<file path="src/hw/rtl/rylap_pkg.sv">
// Package for the RGB to YUV luma adjust pipeline.
// Holds the pixel word types shared by the stream interfaces and the top level,
// plus the fixed-point conversion coefficients. No dependencies.
`default_nettype none

package rylap_pkg;

   // Source pixel word.
   typedef struct packed {
      logic [7:0] red_in;
      logic [7:0] green_in;
      logic [7:0] blue_in;
      logic       end_of_frame;
   } req_word_type;

   // Converted and adjusted pixel word.
   typedef struct packed {
      logic [7:0] luma_gray;
      logic [7:0] chroma_u;
      logic [7:0] chroma_v;
      logic [7:0] red_out;
      logic [7:0] green_out;
      logic [7:0] blue_out;
      logic       frame_end;
   } rsp_word_type;

   // Width of the product sums; every sum in the datapath fits in 18 signed bits.
   localparam int unsigned SUM_W = 18;

   // Forward coefficients, 8.8 fixed point.
   localparam logic signed [SUM_W-1:0] COEF_Y_R = 18'sd77;
   localparam logic signed [SUM_W-1:0] COEF_Y_G = 18'sd150;
   localparam logic signed [SUM_W-1:0] COEF_Y_B = 18'sd29;
   localparam logic signed [SUM_W-1:0] COEF_U_R = -18'sd44;
   localparam logic signed [SUM_W-1:0] COEF_U_G = -18'sd87;
   localparam logic signed [SUM_W-1:0] COEF_U_B = 18'sd131;
   localparam logic signed [SUM_W-1:0] COEF_V_R = 18'sd131;
   localparam logic signed [SUM_W-1:0] COEF_V_G = -18'sd110;
   localparam logic signed [SUM_W-1:0] COEF_V_B = -18'sd21;

   // Inverse coefficients, 8.8 fixed point.
   localparam logic signed [SUM_W-1:0] COEF_R_V = 18'sd360;
   localparam logic signed [SUM_W-1:0] COEF_G_U = 18'sd88;
   localparam logic signed [SUM_W-1:0] COEF_G_V = 18'sd184;
   localparam logic signed [SUM_W-1:0] COEF_B_U = 18'sd455;

   // Chroma midpoint.
   localparam logic signed [9:0] CHROMA_BIAS = 10'sd128;

endpackage : rylap_pkg

`default_nettype wire

</file>
<file path="src/hw/rtl/rylap_req_if.sv">
// Stream interface carrying source pixel words into the pipeline.
// Depends on rylap_pkg for the word type.
`default_nettype none

interface rylap_req_if;
   import rylap_pkg::*;

   logic         valid;
   logic         ready;
   req_word_type data;

   modport source (output valid, output data, input ready);
   modport sink   (input valid, input data, output ready);

endinterface : rylap_req_if

`default_nettype wire

</file>
<file path="src/hw/rtl/rylap_rsp_if.sv">
// Stream interface carrying converted pixel words out of the pipeline.
// Depends on rylap_pkg for the word type.
`default_nettype none

interface rylap_rsp_if;
   import rylap_pkg::*;

   logic         valid;
   logic         ready;
   rsp_word_type data;

   modport source (output valid, output data, input ready);
   modport sink   (input valid, input data, output ready);

endinterface : rylap_rsp_if

`default_nettype wire

</file>
<file path="src/hw/rtl/rgb_yuv_luma_adjust_pipeline.sv">
// RGB to YUV conversion with brightness adjust and RGB reconstruction, four stages.
// One pixel word enters per clock while the output is not stalled; its result passes
// through the four register stages (forward products, floor shift and saturation,
// inverse products, final sum and saturation) in that order. Each stage holds its
// word while the stage after it is full and cannot move on, so back-pressure on the
// output costs no words. The luma offset is read in the second stage; write it only
// while the pipeline is empty. Depends on rylap_pkg, rylap_req_if and rylap_rsp_if.
`default_nettype none

module rgb_yuv_luma_adjust_pipeline (
   input  wire logic       clock,
   input  wire logic       reset,
   rylap_req_if.sink       req_chan,
   rylap_rsp_if.source     rsp_chan,
   input  wire logic       csr_write,
   input  wire logic [8:0] csr_wdata
);
   import rylap_pkg::*;

   // Clamp a signed value to 0..255.
   function automatic logic [7:0] sat8(input logic signed [10:0] value);
      logic [7:0] res;
      if (value < 0) begin
         res = 8'd0;
      end else if (value > 11'sd255) begin
         res = 8'd255;
      end else begin
         res = value[7:0];
      end
      return res;
   endfunction

   // Luma offset register.
   logic signed [8:0] luma_offset_ff;

   always_ff @(posedge clock) begin
      if (reset) begin
         luma_offset_ff <= '0;
      end else if (csr_write) begin
         luma_offset_ff <= $signed(csr_wdata);
      end
   end

   // Stage registers.
   logic                    s1_valid_ff, s2_valid_ff, s3_valid_ff, s4_valid_ff;
   logic                    s1_ready, s2_ready, s3_ready, s4_ready;
   logic signed [SUM_W-1:0] s1_y_sum_ff, s1_u_sum_ff, s1_v_sum_ff;
   logic                    s1_eof_ff;
   logic [7:0]              s2_ya_ff, s2_u_ff, s2_v_ff;
   logic                    s2_eof_ff;
   logic [7:0]              s3_ya_ff, s3_u_ff, s3_v_ff;
   logic signed [SUM_W-1:0] s3_r_prod_ff, s3_g_prod_ff, s3_b_prod_ff;
   logic                    s3_eof_ff;
   rsp_word_type            s4_word_ff;

   // A stage may load when it is empty or its word moves on this cycle.
   assign s4_ready = !s4_valid_ff || rsp_chan.ready;
   assign s3_ready = !s3_valid_ff || s4_ready;
   assign s2_ready = !s2_valid_ff || s3_ready;
   assign s1_ready = !s1_valid_ff || s2_ready;

   assign req_chan.ready = s1_ready;
   assign rsp_chan.valid = s4_valid_ff;
   assign rsp_chan.data  = s4_word_ff;

   // Stage 1 logic: forward product sums.
   logic signed [SUM_W-1:0] red_s, green_s, blue_s;
   logic signed [SUM_W-1:0] y_sum_in, u_sum_in, v_sum_in;

   always_comb begin
      red_s    = $signed({{(SUM_W-8){1'b0}}, req_chan.data.red_in});
      green_s  = $signed({{(SUM_W-8){1'b0}}, req_chan.data.green_in});
      blue_s   = $signed({{(SUM_W-8){1'b0}}, req_chan.data.blue_in});
      y_sum_in = COEF_Y_R * red_s + COEF_Y_G * green_s + COEF_Y_B * blue_s;
      u_sum_in = COEF_U_R * red_s + COEF_U_G * green_s + COEF_U_B * blue_s;
      v_sum_in = COEF_V_R * red_s + COEF_V_G * green_s + COEF_V_B * blue_s;
   end

   // Stage 2 logic: floor shift, chroma bias, luma offset and saturation.
   logic signed [9:0]  y_shift, u_shift, v_shift;
   logic signed [10:0] ya_sum, u_biased, v_biased;
   logic [7:0]         ya_in, u_in, v_in;

   always_comb begin
      y_shift  = 10'(s1_y_sum_ff >>> 8);
      u_shift  = 10'(s1_u_sum_ff >>> 8);
      v_shift  = 10'(s1_v_sum_ff >>> 8);
      ya_sum   = 11'(y_shift) + 11'(luma_offset_ff);
      u_biased = 11'(u_shift) + 11'(CHROMA_BIAS);
      v_biased = 11'(v_shift) + 11'(CHROMA_BIAS);
      ya_in    = sat8(ya_sum);
      u_in     = sat8(u_biased);
      v_in     = sat8(v_biased);
   end

   // Stage 3 logic: inverse products on the centered chroma.
   logic signed [SUM_W-1:0] du, dv;
   logic signed [SUM_W-1:0] r_prod_in, g_prod_in, b_prod_in;

   always_comb begin
      du        = $signed({{(SUM_W-8){1'b0}}, s2_u_ff}) - SUM_W'(CHROMA_BIAS);
      dv        = $signed({{(SUM_W-8){1'b0}}, s2_v_ff}) - SUM_W'(CHROMA_BIAS);
      r_prod_in = COEF_R_V * dv;
      g_prod_in = COEF_G_U * du + COEF_G_V * dv;
      b_prod_in = COEF_B_U * du;
   end

   // Stage 4 logic: floor shift, add adjusted luma and saturate.
   logic signed [10:0] ya_s, r_sum, g_sum, b_sum;
   rsp_word_type       word_in;

   always_comb begin
      ya_s                = $signed({3'b000, s3_ya_ff});
      r_sum               = ya_s + 11'(s3_r_prod_ff >>> 8);
      g_sum               = ya_s - 11'(s3_g_prod_ff >>> 8);
      b_sum               = ya_s + 11'(s3_b_prod_ff >>> 8);
      word_in.luma_gray   = s3_ya_ff;
      word_in.chroma_u    = s3_u_ff;
      word_in.chroma_v    = s3_v_ff;
      word_in.red_out     = sat8(r_sum);
      word_in.green_out   = sat8(g_sum);
      word_in.blue_out    = sat8(b_sum);
      word_in.frame_end   = s3_eof_ff;
   end

   // Valid bits travel with the words.
   always_ff @(posedge clock) begin
      if (reset) begin
         s1_valid_ff <= 1'b0;
         s2_valid_ff <= 1'b0;
         s3_valid_ff <= 1'b0;
         s4_valid_ff <= 1'b0;
      end else begin
         if (s1_ready) begin
            s1_valid_ff <= req_chan.valid;
         end
         if (s2_ready) begin
            s2_valid_ff <= s1_valid_ff;
         end
         if (s3_ready) begin
            s3_valid_ff <= s2_valid_ff;
         end
         if (s4_ready) begin
            s4_valid_ff <= s3_valid_ff;
         end
      end
   end

   // Payload registers load whenever their stage is free.
   always_ff @(posedge clock) begin
      if (s1_ready) begin
         s1_y_sum_ff <= y_sum_in;
         s1_u_sum_ff <= u_sum_in;
         s1_v_sum_ff <= v_sum_in;
         s1_eof_ff   <= req_chan.data.end_of_frame;
      end
      if (s2_ready) begin
         s2_ya_ff  <= ya_in;
         s2_u_ff   <= u_in;
         s2_v_ff   <= v_in;
         s2_eof_ff <= s1_eof_ff;
      end
      if (s3_ready) begin
         s3_ya_ff     <= s2_ya_ff;
         s3_u_ff      <= s2_u_ff;
         s3_v_ff      <= s2_v_ff;
         s3_r_prod_ff <= r_prod_in;
         s3_g_prod_ff <= g_prod_in;
         s3_b_prod_ff <= b_prod_in;
         s3_eof_ff    <= s2_eof_ff;
      end
      if (s4_ready) begin
         s4_word_ff <= word_in;
      end
   end

endmodule : rgb_yuv_luma_adjust_pipeline

`default_nettype wire

</file>
<file path="src/flat_wrapper.sv">
// flat-port wrapper written by rule: the top's interface ports become plain ports
module rgb_yuv_luma_adjust_pipeline_flat import rylap_pkg::*;
  (clock, reset, csr_write, csr_wdata, req_chan_valid, req_chan_data, req_chan_ready, rsp_chan_valid, rsp_chan_data, rsp_chan_ready);
  rylap_req_if req_chan_i ();
  rylap_rsp_if rsp_chan_i ();
  input  wire logic clock;
  input  wire logic reset;
  input  wire logic csr_write;
  input  wire logic [8:0] csr_wdata;
  input wire logic [$bits(req_chan_i.valid)-1:0] req_chan_valid;
  input wire logic [$bits(req_chan_i.data)-1:0] req_chan_data;
  output wire logic [$bits(req_chan_i.ready)-1:0] req_chan_ready;
  output wire logic [$bits(rsp_chan_i.valid)-1:0] rsp_chan_valid;
  output wire logic [$bits(rsp_chan_i.data)-1:0] rsp_chan_data;
  input wire logic [$bits(rsp_chan_i.ready)-1:0] rsp_chan_ready;
  assign req_chan_i.valid = req_chan_valid;
  assign req_chan_i.data = req_chan_data;
  assign req_chan_ready = req_chan_i.ready;
  assign rsp_chan_valid = rsp_chan_i.valid;
  assign rsp_chan_data = rsp_chan_i.data;
  assign rsp_chan_i.ready = rsp_chan_ready;
  rgb_yuv_luma_adjust_pipeline u_core (.clock(clock), .reset(reset), .req_chan(req_chan_i), .rsp_chan(rsp_chan_i), .csr_write(csr_write), .csr_wdata(csr_wdata));
endmodule
</file>
<file path="config.mk">
export PLATFORM = sky130hd
export DESIGN_NAME = rgb_yuv_luma_adjust_pipeline_flat
export DESIGN_NICKNAME = d
export VERILOG_FILES = /design/src/hw/rtl/rylap_pkg.sv /design/src/hw/rtl/rylap_req_if.sv /design/src/hw/rtl/rylap_rsp_if.sv /design/src/hw/rtl/rgb_yuv_luma_adjust_pipeline.sv /design/src/flat_wrapper.sv
export SDC_FILE = /design/constraint.sdc
export NUM_CORES = 1
export LEC_CHECK = 0
export BUFFER_PORTS_ARGS = -buffer_cell sky130_fd_sc_hd__buf_2
export CORE_MARGIN = 1
export CORE_UTILIZATION = 45
export CTS_CLUSTER_DIAMETER = 40
export CTS_CLUSTER_SIZE = 14
export DETAILED_ROUTE_END_ITERATION = 8
export HOLD_SLACK_MARGIN = 0.05
export SYNTH_ARGS = -nofsm -noshare
export SYNTH_HDL_FRONTEND = slang
export SYNTH_SLANG_ARGS = --single-unit
</file>
<file path="constraint.sdc">
create_clock -name clock -period 17 [get_ports clock]
set_clock_uncertainty 0.1 [all_clocks]
set_input_delay 3.4 -clock clock [delete_from_list [all_inputs] [get_ports clock]]
set_output_delay 3.4 -clock clock [all_outputs]
set_load 0.005 [all_outputs]
</file>
==> metrics.yaml, run 1 <==
status: "finished, final reports clean"
slowest_delay_ns: 0.54
crit_fanout: 7
path_buf_inv: 5
crit_type: "primary input to register"
crit_required_ns: 17.10
worst_slew_pin_slew_ns: 1.07
slew_headroom: 0.286
synth-edff-count: 159
netlist_area_um2: 21700
yosys.area.top_type_share: 0.283
hp-class: "register to register"
hold_ws_ns: 0.318
postCtsSetupBuffers: 0
die_w_um: 222
synth_ff_type: "edfxtp_1"
row_count: 80
grt_antenna_before_repair: 2
worstSetupStartpointType: "primary input"
dr.first_iter.drc_count: 649
setup_viol: 0
wl_um: 45000
rrSetupSlack_ns: 11.63
post_cts_resized: 0
drive_above_1_share: 0.0629
busiest_layer: "met2"
avgRoutedWirePerCell_um: 15.4
syn_to_final_growth_pct: 8.22
rsz0062_at_grt: "no"
grt_pass1_wl_um: 74600
slew_viol_final: 0
end_kind: "register"
grtUsageTotal: 0.189
synth_area_leader_cell: "ha_1"
ys_ff_latch: 172
max-cap-violations: 0
post-route-period-util: 0.532
clkTransAtPathRegs_ns: 0.07
yosysUniqueCellTypes: 68
clock_path_buffers: 2
boundaryPins: 90
synth_cells: 2198
syn_avg_cell_area_um2: 9.89
viasPerCell: 5.22
synthArstFlopShare: 0
met1_usage: 0.237
fmax_ghz: 0.110
die_y_um: 222
cts_max_level: 4
layout.cells.non_filler: 2921
clock-sinks: 172
cp_slowest_cell: "fa_1"
fin_setup_tns_ns: 0
min_to: "u_core.s2_eof_ff"
grtUsageMet2: 0.331
reg2reg_from: "u_core.s2_v_ff[6]"
post-route-drc-count: 0
ys_seq_area_frac: 0.232
finalHoldViolations: 0
dpl.hpwl_um: 38700
synth_area_leaders: "ha_1 28%, edfxtp_1 22%, fa_1 14%"
path_delay_family: "adder cells"
num-nets-final: 2972
grt_use_met3: 0.0215
routabilityCongestion: 0.904
grt_max_degree: 56
grt_pass1_vias: 15400
core_um2: 47700
drt_pass1_iterations: 5
hold_depth: 0
hold_buffers: 0
numCtsBuffers: 17
timing.rr.end: "u_core.s3_g_prod_ff[17]"
start_util: 0.455
grt-ovfl-total: 0
hp-start: "u_core.s1_eof_ff"
insertion_delay_ns: 0.45
reg2reg_depth: 19
port_buffers: 89
worstPathCellList: "buf_2 -> inv_1 -> ha_1 -> inv_1 -> ha_1 -> fa_1 -> fa_1 -> inv_1 -> fa_1 -> nor2b_1 -> o21ai_0 -> a21boi_0 -> o21ai_0 -> a221o_1 -> mux2_2 -> or2_2 -> fa_1 -> inv_1 -> ha_1 -> nand4_1 -> a211oi_1 -> o21a_1 -> nor2_1 -> xnor2_1"
num_antenna_cells: 0
cts-root-buf: "clkbuf_16"
fp.dieArea_um2: 49200
vias: 15300
cp_data_arrival_time_ns: 9.15
pre_cts_ws_ns: 7.46
antenna_left: 0
cts_tree: "built"
worst_slack_ns: 7.95
syn-num-nets: 2877
placed_cells: 2889
finalCriticalPeriod_ns: 9.05
yosys_warnings: 0
==> worst register-to-register path, stage by stage, from the launching register on <==
cell	delay (ns)
edfxtp_1	0.59
inv_1	0.27
fa_1	0.53
inv_1	0.04
ha_1	0.26
inv_1	0.05
fa_1	0.53
inv_1	0.04
ha_1	0.31
o21a_1	0.13
a21oi_1	0.20
o21bai_1	0.10
xor2_1	0.15
ha_1	0.21
or3_1	0.36
o32ai_1	0.37
nor2b_1	0.14
a311oi_2	0.41
o21ai_0	0.18
xnor2_1	0.15
==> layout make-up <==
cell class                 instances  area, um^2
fill                            4357       24200
multi-input combinational       1625       15200
sequential                       172        5030
inverter                         386        1450
tap                              615         769
timing repair buffer              91         460
clock buffer                      18         450
clock inverter                    14         163
==> state kept, by name, summed over array words and instances (netlist names) <==
name and flops:
u_core.s3_b_prod_ff 11, u_core.s2_v_ff 8, u_core.s3_valid_ff 1, u_core.s3_v_ff 8
u_core.luma_offset_ff 9, u_core.rsp_chan.data 49, u_core.s1_u_sum_ff 10, u_core.s2_eof_ff 1
u_core.s3_g_prod_ff 10, u_core.s1_eof_ff 1, u_core.s3_ya_ff 8, u_core.rsp_chan.valid 1
u_core.s1_v_sum_ff 10, u_core.s2_u_ff 8, u_core.s1_y_sum_ff 9, u_core.s3_u_ff 7
u_core.s2_valid_ff 1, u_core.s2_ya_ff 8, u_core.s3_r_prod_ff 10, u_core.s1_valid_ff 1
u_core.s3_eof_ff 1
==> cell usage in the layout, fill, tap and decap left out, drive strengths merged, types with 50 or more instances in the layout <==
cell type	instances
xor2	50
nor2	156
buf	91
o21ai	87
xnor2	117
edfxtp	159
nand2	80
a21oi	111
ha	491
fa	149
inv	395
==> cells by family after synthesis <==
family,after synthesis,synth area share
fa+ha+maj,640,0.420
mux,12,0.00558
buf+inv,401,0.0693
compound gates,402,0.120
simple gates,404,0.0866
xor+xnor,167,0.0673
flops,172,0.232
==> routing by layer <==
layer,up-vias,share of wire
met5,-,0.00058
met3,66,0.025
met2,226,0.48
met4,4,0.032
met1,7223,0.46
li1,7732,-
==> worst max-delay path by stage <==
stage,start,depth (start not counted),slack (ns),end
final,req_chan_data[3],24,7.95,u_core.s1_v_sum_ff[16]
after CTS,req_chan_data[3],24,7.92,u_core.s1_v_sum_ff[16]
after floorplan,req_chan_data[3],23,8.04,u_core.s1_v_sum_ff[16]
after global placement,req_chan_data[3],24,7.47,u_core.s1_v_sum_ff[16]
after global routing,req_chan_data[3],23,7.57,u_core.s1_v_sum_ff[17]
after detailed placement,req_chan_data[3],24,7.46,u_core.s1_v_sum_ff[16]
==> per-stage QoR <==
stage	cell area (um^2)	util
floorplan	21700	-
global route	23500	0.493
global placement	22900	0.480
CTS	23500	0.493
detailed placement	22900	0.480
finish	23500	0.493
==> cell usage after synthesis (all sizes together), types with 4 or more instances <==
library cell    n
a41oi           7
inv           386
nand2b         22
edfxtp        159
o21bai         18
nor2b          27
nor3           30
o31a            6
o21a           32
nor2          156
nand4          10
a311oi          4
nor4            4
and3            8
a2111oi         8
and2            9
dfxtp          13
or2            10
mux2i          11
clkbuf         12
ha            491
fa            149
a31oi          11
a21boi         14
nand2          80
o21ai          87
or3             7
a21oi         111
a31o            4
a211oi         10
xor2           50
o211ai          8
a21o           42
o31ai          13
nand3          30
xnor2         117
Power of run 1 is left out: the tool's default activity adds up to more than one toggle a clock period on the data nets, which glitch-free logic cannot reach.
==> run 2, diff against run 1 <==
clock period = 8.93 ns   (was 17 ns; I/O delays follow)
==> run 2 against run 1 <==
Against the previous run: critical path depth did not move; critical path type unchanged; design area barely moved; hold slack got worse by 0.0017 ns; final cell count did not move; via count rose by 0.52%; critical endpoint unchanged; flip-flop and latch count did not move; sequential share of layout area barely moved; largest cell class unchanged; routed wire length rose by 0.25%; highest routed layer unchanged; core utilization barely moved; non-clock buffer count did not move; clock-buffer cell count rose by 2.
==> metrics.yaml, run 2 (synthesis gave the netlist of run 1 again) <==
status: "finished, final reports clean"
slew_viol_final: 0  # unchanged
cp_data_arrival_time_ns: 7.66  # -1.49 ns
post_cts_resized: 0  # unchanged
mostFrequentLayoutCell: "ha_1"
dr.first_iter.drc_count: 654  # +0.77%
row_count: 80  # unchanged
finalCriticalPeriod_ns: 7.55
reg2reg_from: "u_core.s2_u_ff[7]"
rsz0062_at_grt: "no"
grt_pass1_vias: 15700  # +1.6%
syn_to_final_growth_pct: 8.13  # about the same
dpl.hpwl_um: 38700  # about the same
drive_above_1_share: 0.0624  # -0.000434
cts-root-buf: "clkbuf_16"
grt-ovfl-total: 0  # unchanged
wl_um: 45100  # +0.25%
hp-start: "u_core.s3_u_ff[5]"
clock_path_buffers: 2  # unchanged
fmax_ghz: 0.132
start_util: 0.455  # unchanged
routabilityCongestion: 0.912  # +0.90%
worstSetupStartpointType: "primary input"
numCtsBuffers: 17  # unchanged
finalHoldViolations: 0  # unchanged
fp.dieArea_um2: 49200  # unchanged
drt_pass1_iterations: 5  # unchanged
n_fill_cell: 4421  # +1.5%
crit_type: "primary input to register"
antenna_left: 0  # unchanged
crit_required_ns: 9.03  # -8.07 ns
finish.instance_area_um2: 23500  # about the same
cts_tree: "built"
vias: 15300  # +0.52%
layout_common_cells: "491 x ha_1, 385 x inv_1, 159 x edfxtp_1"
placed_area_um2: 22900  # unchanged
rrSetupSlack_ns: 3.47  # -8.16 ns
slew_headroom: 0.321  # +0.0349
post-route-drc-count: 0  # unchanged
die_y_um: 222  # unchanged
hold_buffers: 0  # unchanged
slowest_delay_ns: 0.54  # about the same
grt_max_degree: 56  # unchanged
fin_setup_tns_ns: 0  # unchanged
post-route-period-util: 0.846
viasPerCell: 5.25  # +0.52%
hp-class: "register to register"
grtUsageTotal: 0.191  # +0.00242
num-nets-final: 2972  # unchanged
clock-sinks: 172  # unchanged
cp-startpoint: "req_chan_data[3]"
num_antenna_cells: 0  # unchanged
insertion_delay_ns: 0.45  # about the same
max-cap-violations: 0  # unchanged
worst_slew_pin_slew_ns: 1.02  # -0.0534 ns
port_buffers: 89  # unchanged
postCtsSetupBuffers: 0  # unchanged
grt_pass1_wl_um: 75800  # +1.7%
avgRoutedWirePerCell_um: 15.4  # +0.25%
end_kind: "register"
core_um2: 47700  # unchanged
setup_viol: 0  # unchanged
grt_antenna_before_repair: 3  # +1
crit_fanout: 7  # unchanged
worstPathCellList: "buf_2 -> inv_1 -> ha_1 -> inv_1 -> ha_1 -> fa_1 -> fa_1 -> inv_1 -> fa_1 -> nor2b_1 -> o21ai_0 -> a21boi_0 -> o21ai_0 -> a221o_1 -> mux2_2 -> or2_2 -> fa_1 -> inv_1 -> ha_1 -> nand4_1 -> a211oi_1 -> o21a_1 -> nor2_1 -> xnor2_1"
boundaryPins: 90  # unchanged
cts_max_level: 4  # unchanged
cp_slowest_cell: "fa_1"
clkTransAtPathRegs_ns: 0.07  # about the same
die_w_um: 222  # unchanged
largest_register_ffs: 49  # unchanged
[run 2: cell types whose count changed in the layout (fill, tap and decap cells not counted)]
cell | before | now
clkbuf_1 | 0 | 1
clkbuf_16 | 18 | 19
clkinv_2 | 0 | 1
clkinv_4 | 2 | 0
clkinv_8 | 3 | 1
inv_12 | 1 | 0
inv_4 | 1 | 2
inv_6 | 2 | 4
inv_8 | 5 | 4
[run 2: area by class of cell]
| type | instances | area [um^2] | share of cell area |
|---|---|---|---|
| repair buffers | 91 | 460 | 0.0196 |
| inverters | 386 | 1450 | 0.0616 |
| well taps | 615 | 769 | 0.0327 |
| clock inverters | 12 | 114 | 0.00484 |
| clock buffers | 20 | 479 | 0.0204 |
| flip-flops and latches | 172 | 5030 | 0.214 |
| multi-input cells | 1625 | 15200 | 0.647 |
[run 2: metal layers]
metal / track usage / share of wire / vias up
met5: 0 / 0.00089 / -
met1: 0.238 / 0.45 / 7283
met4: 0.0699 / 0.028 / 6
met2: 0.342 / 0.49 / 223
li1: - / - / 7750
met3: 0.0199 / 0.027 / 69
[run 2: critical path, delay by kind of cell]
| kind | cells | cell delay, ns |
|---|---|---|
| adders and majority gates | 7 | 2.88 |
| muxes | 1 | 0.29 |
| xor gates and xnor gates | 1 | 0.11 |
| buffers and inverters | 5 | 0.52 |
| AOI/OAI and AO/OA | 6 | 1.43 |
| and+or+nand+nor | 4 | 0.61 |
[run 2: path summary, 6_finish.rpt]
check | depth (start not counted) | endpoint
worst min-delay path | 0 | u_core.rsp_chan.data[38]
worst min register to register | 0 | u_core.rsp_chan.data[38]
worst max-delay path | 24 | u_core.s1_v_sum_ff[16]
worst max register to register | 14 | u_core.s3_b_prod_ff[12]
[run 2: stage by stage]
| step | worst slack, ns | hold WS [ns] | utilization | cells |
|---|---|---|---|---|
| floorplan | 1.58 | 0.300 | - | 2198 |
| detailed placement | 0.901 | 0.305 | 0.480 | 2889 |
| global placement | 1.02 | 0.301 | 0.480 | 2889 |
| finish | 1.38 | 0.316 | 0.492 | 2921 |
| global route | 1.02 | 0.327 | 0.492 | 2921 |
| CTS | 1.39 | 0.318 | 0.492 | 2921 |
Power of run 2 is left out for the same reason.
==> run 3, diff against run 2 <==
clock period = 7.8 ns   (was 8.93 ns; I/O delays follow)
==> run 3 against run 2 <==
Against the previous run: flip-flop and latch count stayed put; via count down 0.27%; final cell count up 0.21%; routed wire length down 0.11%; core utilization is 0.087 points higher; global-route usage barely moved; first-iteration DRC count is 17% lower; critical path depth decreased by 1; non-clock buffer count is 5 higher; die area unchanged; clock-buffer cell count is 2 lower; largest cell class unchanged.
==> metrics.yaml, run 3 (synthesis gave the netlist of run 1 again) <==
status: "finished, final reports clean"
reg2reg_from: "u_core.s2_v_ff[5]"
row_count: 80  # unchanged
core_um2: 47700  # unchanged
post_cts_resized: 0  # unchanged
grt_antenna_before_repair: 2  # -1
postCtsSetupBuffers: 0  # unchanged
grt_pass1_vias: 15600  # -0.096%
vias: 15300  # -0.27%
dr.first_iter.drc_count: 540  # -17%
drt_pass1_iterations: 5  # unchanged
layout_common_cells: "491 x ha_1, 385 x inv_1, 159 x edfxtp_1"
die_w_um: 222  # unchanged
fin_setup_tns_ns: 0  # unchanged
slew_headroom: 0.310  # -0.0108
path_delay_family: "adder cells"
mostFrequentLayoutCell: "ha_1"
end_kind: "register"
grt-ovfl-total: 0  # unchanged
syn_to_final_growth_pct: 8.32
worstSetupStartpointType: "primary input"
hold_depth: 0  # unchanged
wl_um: 45000  # -0.11%
viasPerCell: 5.22  # -0.48%
hp-class: "register to register"
cts_max_level: 4  # unchanged
max-cap-violations: 0  # unchanged
hp-start: "u_core.s3_u_ff[7]"
slew_viol_final: 0  # unchanged
reg2reg_depth: 19  # +5
die_y_um: 222  # unchanged
finalCriticalPeriod_ns: 7.19
crit_type: "primary input to register"
path_buf_inv: 4  # -1
cp_data_arrival_time_ns: 7.30  # -0.36 ns
post-route-drc-count: 0  # unchanged
rsz0062_at_grt: "no"
insertion_delay_ns: 0.45  # about the same
largest_register_ffs: 49  # unchanged
met1_usage: 0.238  # about the same
num-nets-final: 2977  # +0.17%
slowest_delay_ns: 0.54  # about the same
dpl.hpwl_um: 38700  # about the same
cp_slowest_cell: "fa_1"
busiest_layer: "met2"
port_buffers: 89  # unchanged
drive_above_1_share: 0.0649  # +0.00246
boundaryPins: 90  # unchanged
clock-sinks: 172  # unchanged
clock_path_buffers: 2  # unchanged
finalHoldViolations: 0  # unchanged
grtUsageMet2: 0.338  # -0.00375
worst_slew_pin_slew_ns: 1.03  # +0.0173 ns
grt_pass1_wl_um: 75600  # -0.33%
cts-root-buf: "clkbuf_16"
cp-startpoint: "req_chan_data[5]"
antenna_left: 0  # unchanged
numCtsBuffers: 17  # unchanged
post-route-period-util: 0.922
crit_fanout: 8  # +1
routabilityCongestion: 0.903  # -0.96%
cts_tree: "built"
crit_required_ns: 7.91  # -1.12 ns
grtUsageTotal: 0.191  # about the same
cp.depth: 23  # -4.2%
grt_use_met3: 0.0212  # +0.00133
setup_viol: 0  # unchanged
worstPathCellList: "buf_2 -> ha_1 -> inv_1 -> ha_1 -> fa_1 -> fa_1 -> inv_1 -> fa_1 -> nor2b_1 -> o21ai_0 -> a21boi_0 -> o21ai_0 -> a221o_1 -> mux2_2 -> or2_2 -> fa_1 -> inv_1 -> ha_1 -> nand4_1 -> a211oi_1 -> o21a_1 -> nor2_1 -> xnor2_1"
avgRoutedWirePerCell_um: 15.4  # -0.32%
start_util: 0.455  # unchanged
hold_buffers: 0  # unchanged
timing.critical_path.mode_cell: "fa_1"
grt_max_degree: 56  # unchanged
fmax_ghz: 0.139
clkTransAtPathRegs_ns: 0.07  # about the same
fp.dieArea_um2: 49200  # unchanged
run 3: final timing paths:
| kind | endpoint | slack, ns |
|---|---|---|
| setup / recovery | u_core.s1_v_sum_ff[16] | 0.61 |
| hold / removal | u_core.rsp_chan.data[40] | 0.32 |
| setup reg to reg | u_core.s3_g_prod_ff[17] | 2.38 |
| hold reg to reg | u_core.rsp_chan.data[40] | 0.32 |
run 3: metrics by stage:
step / worst slack (ns) / cells / util / instance area [um^2] / hold WS (ns)
global route: 0.142 / 2926 / 0.493 / 23600 / 0.319
floorplan: 0.681 / 2198 / - / 21700 / 0.300
detailed placement: 0.148 / 2894 / 0.481 / 23000 / 0.307
CTS: 0.633 / 2926 / 0.493 / 23600 / 0.317
finish: 0.609 / 2927 / 0.493 / 23600 / 0.319
global placement: 0.245 / 2894 / 0.481 / 23000 / 0.303
run 3: layout make-up:
type	instances	area (um^2)
Tap cell	615	769
Clock buffer	18	450
Clock inverter	14	144
Fill cell	4408	24200
Antenna cell	1	2.50
Inverter	386	1450
Multi-Input combinational cell	1625	15200
Timing Repair Buffer	96	498
Sequential cell	172	5030
run 3: routing by layer:
metal / wire [um] / vias up
met4: 1570 / 4
met2: 21800 / 213
met5: 21 / -
met3: 1070 / 80
met1: 20600 / 7236
li1: - / 7756
Power of run 3 is left out for the same reason.
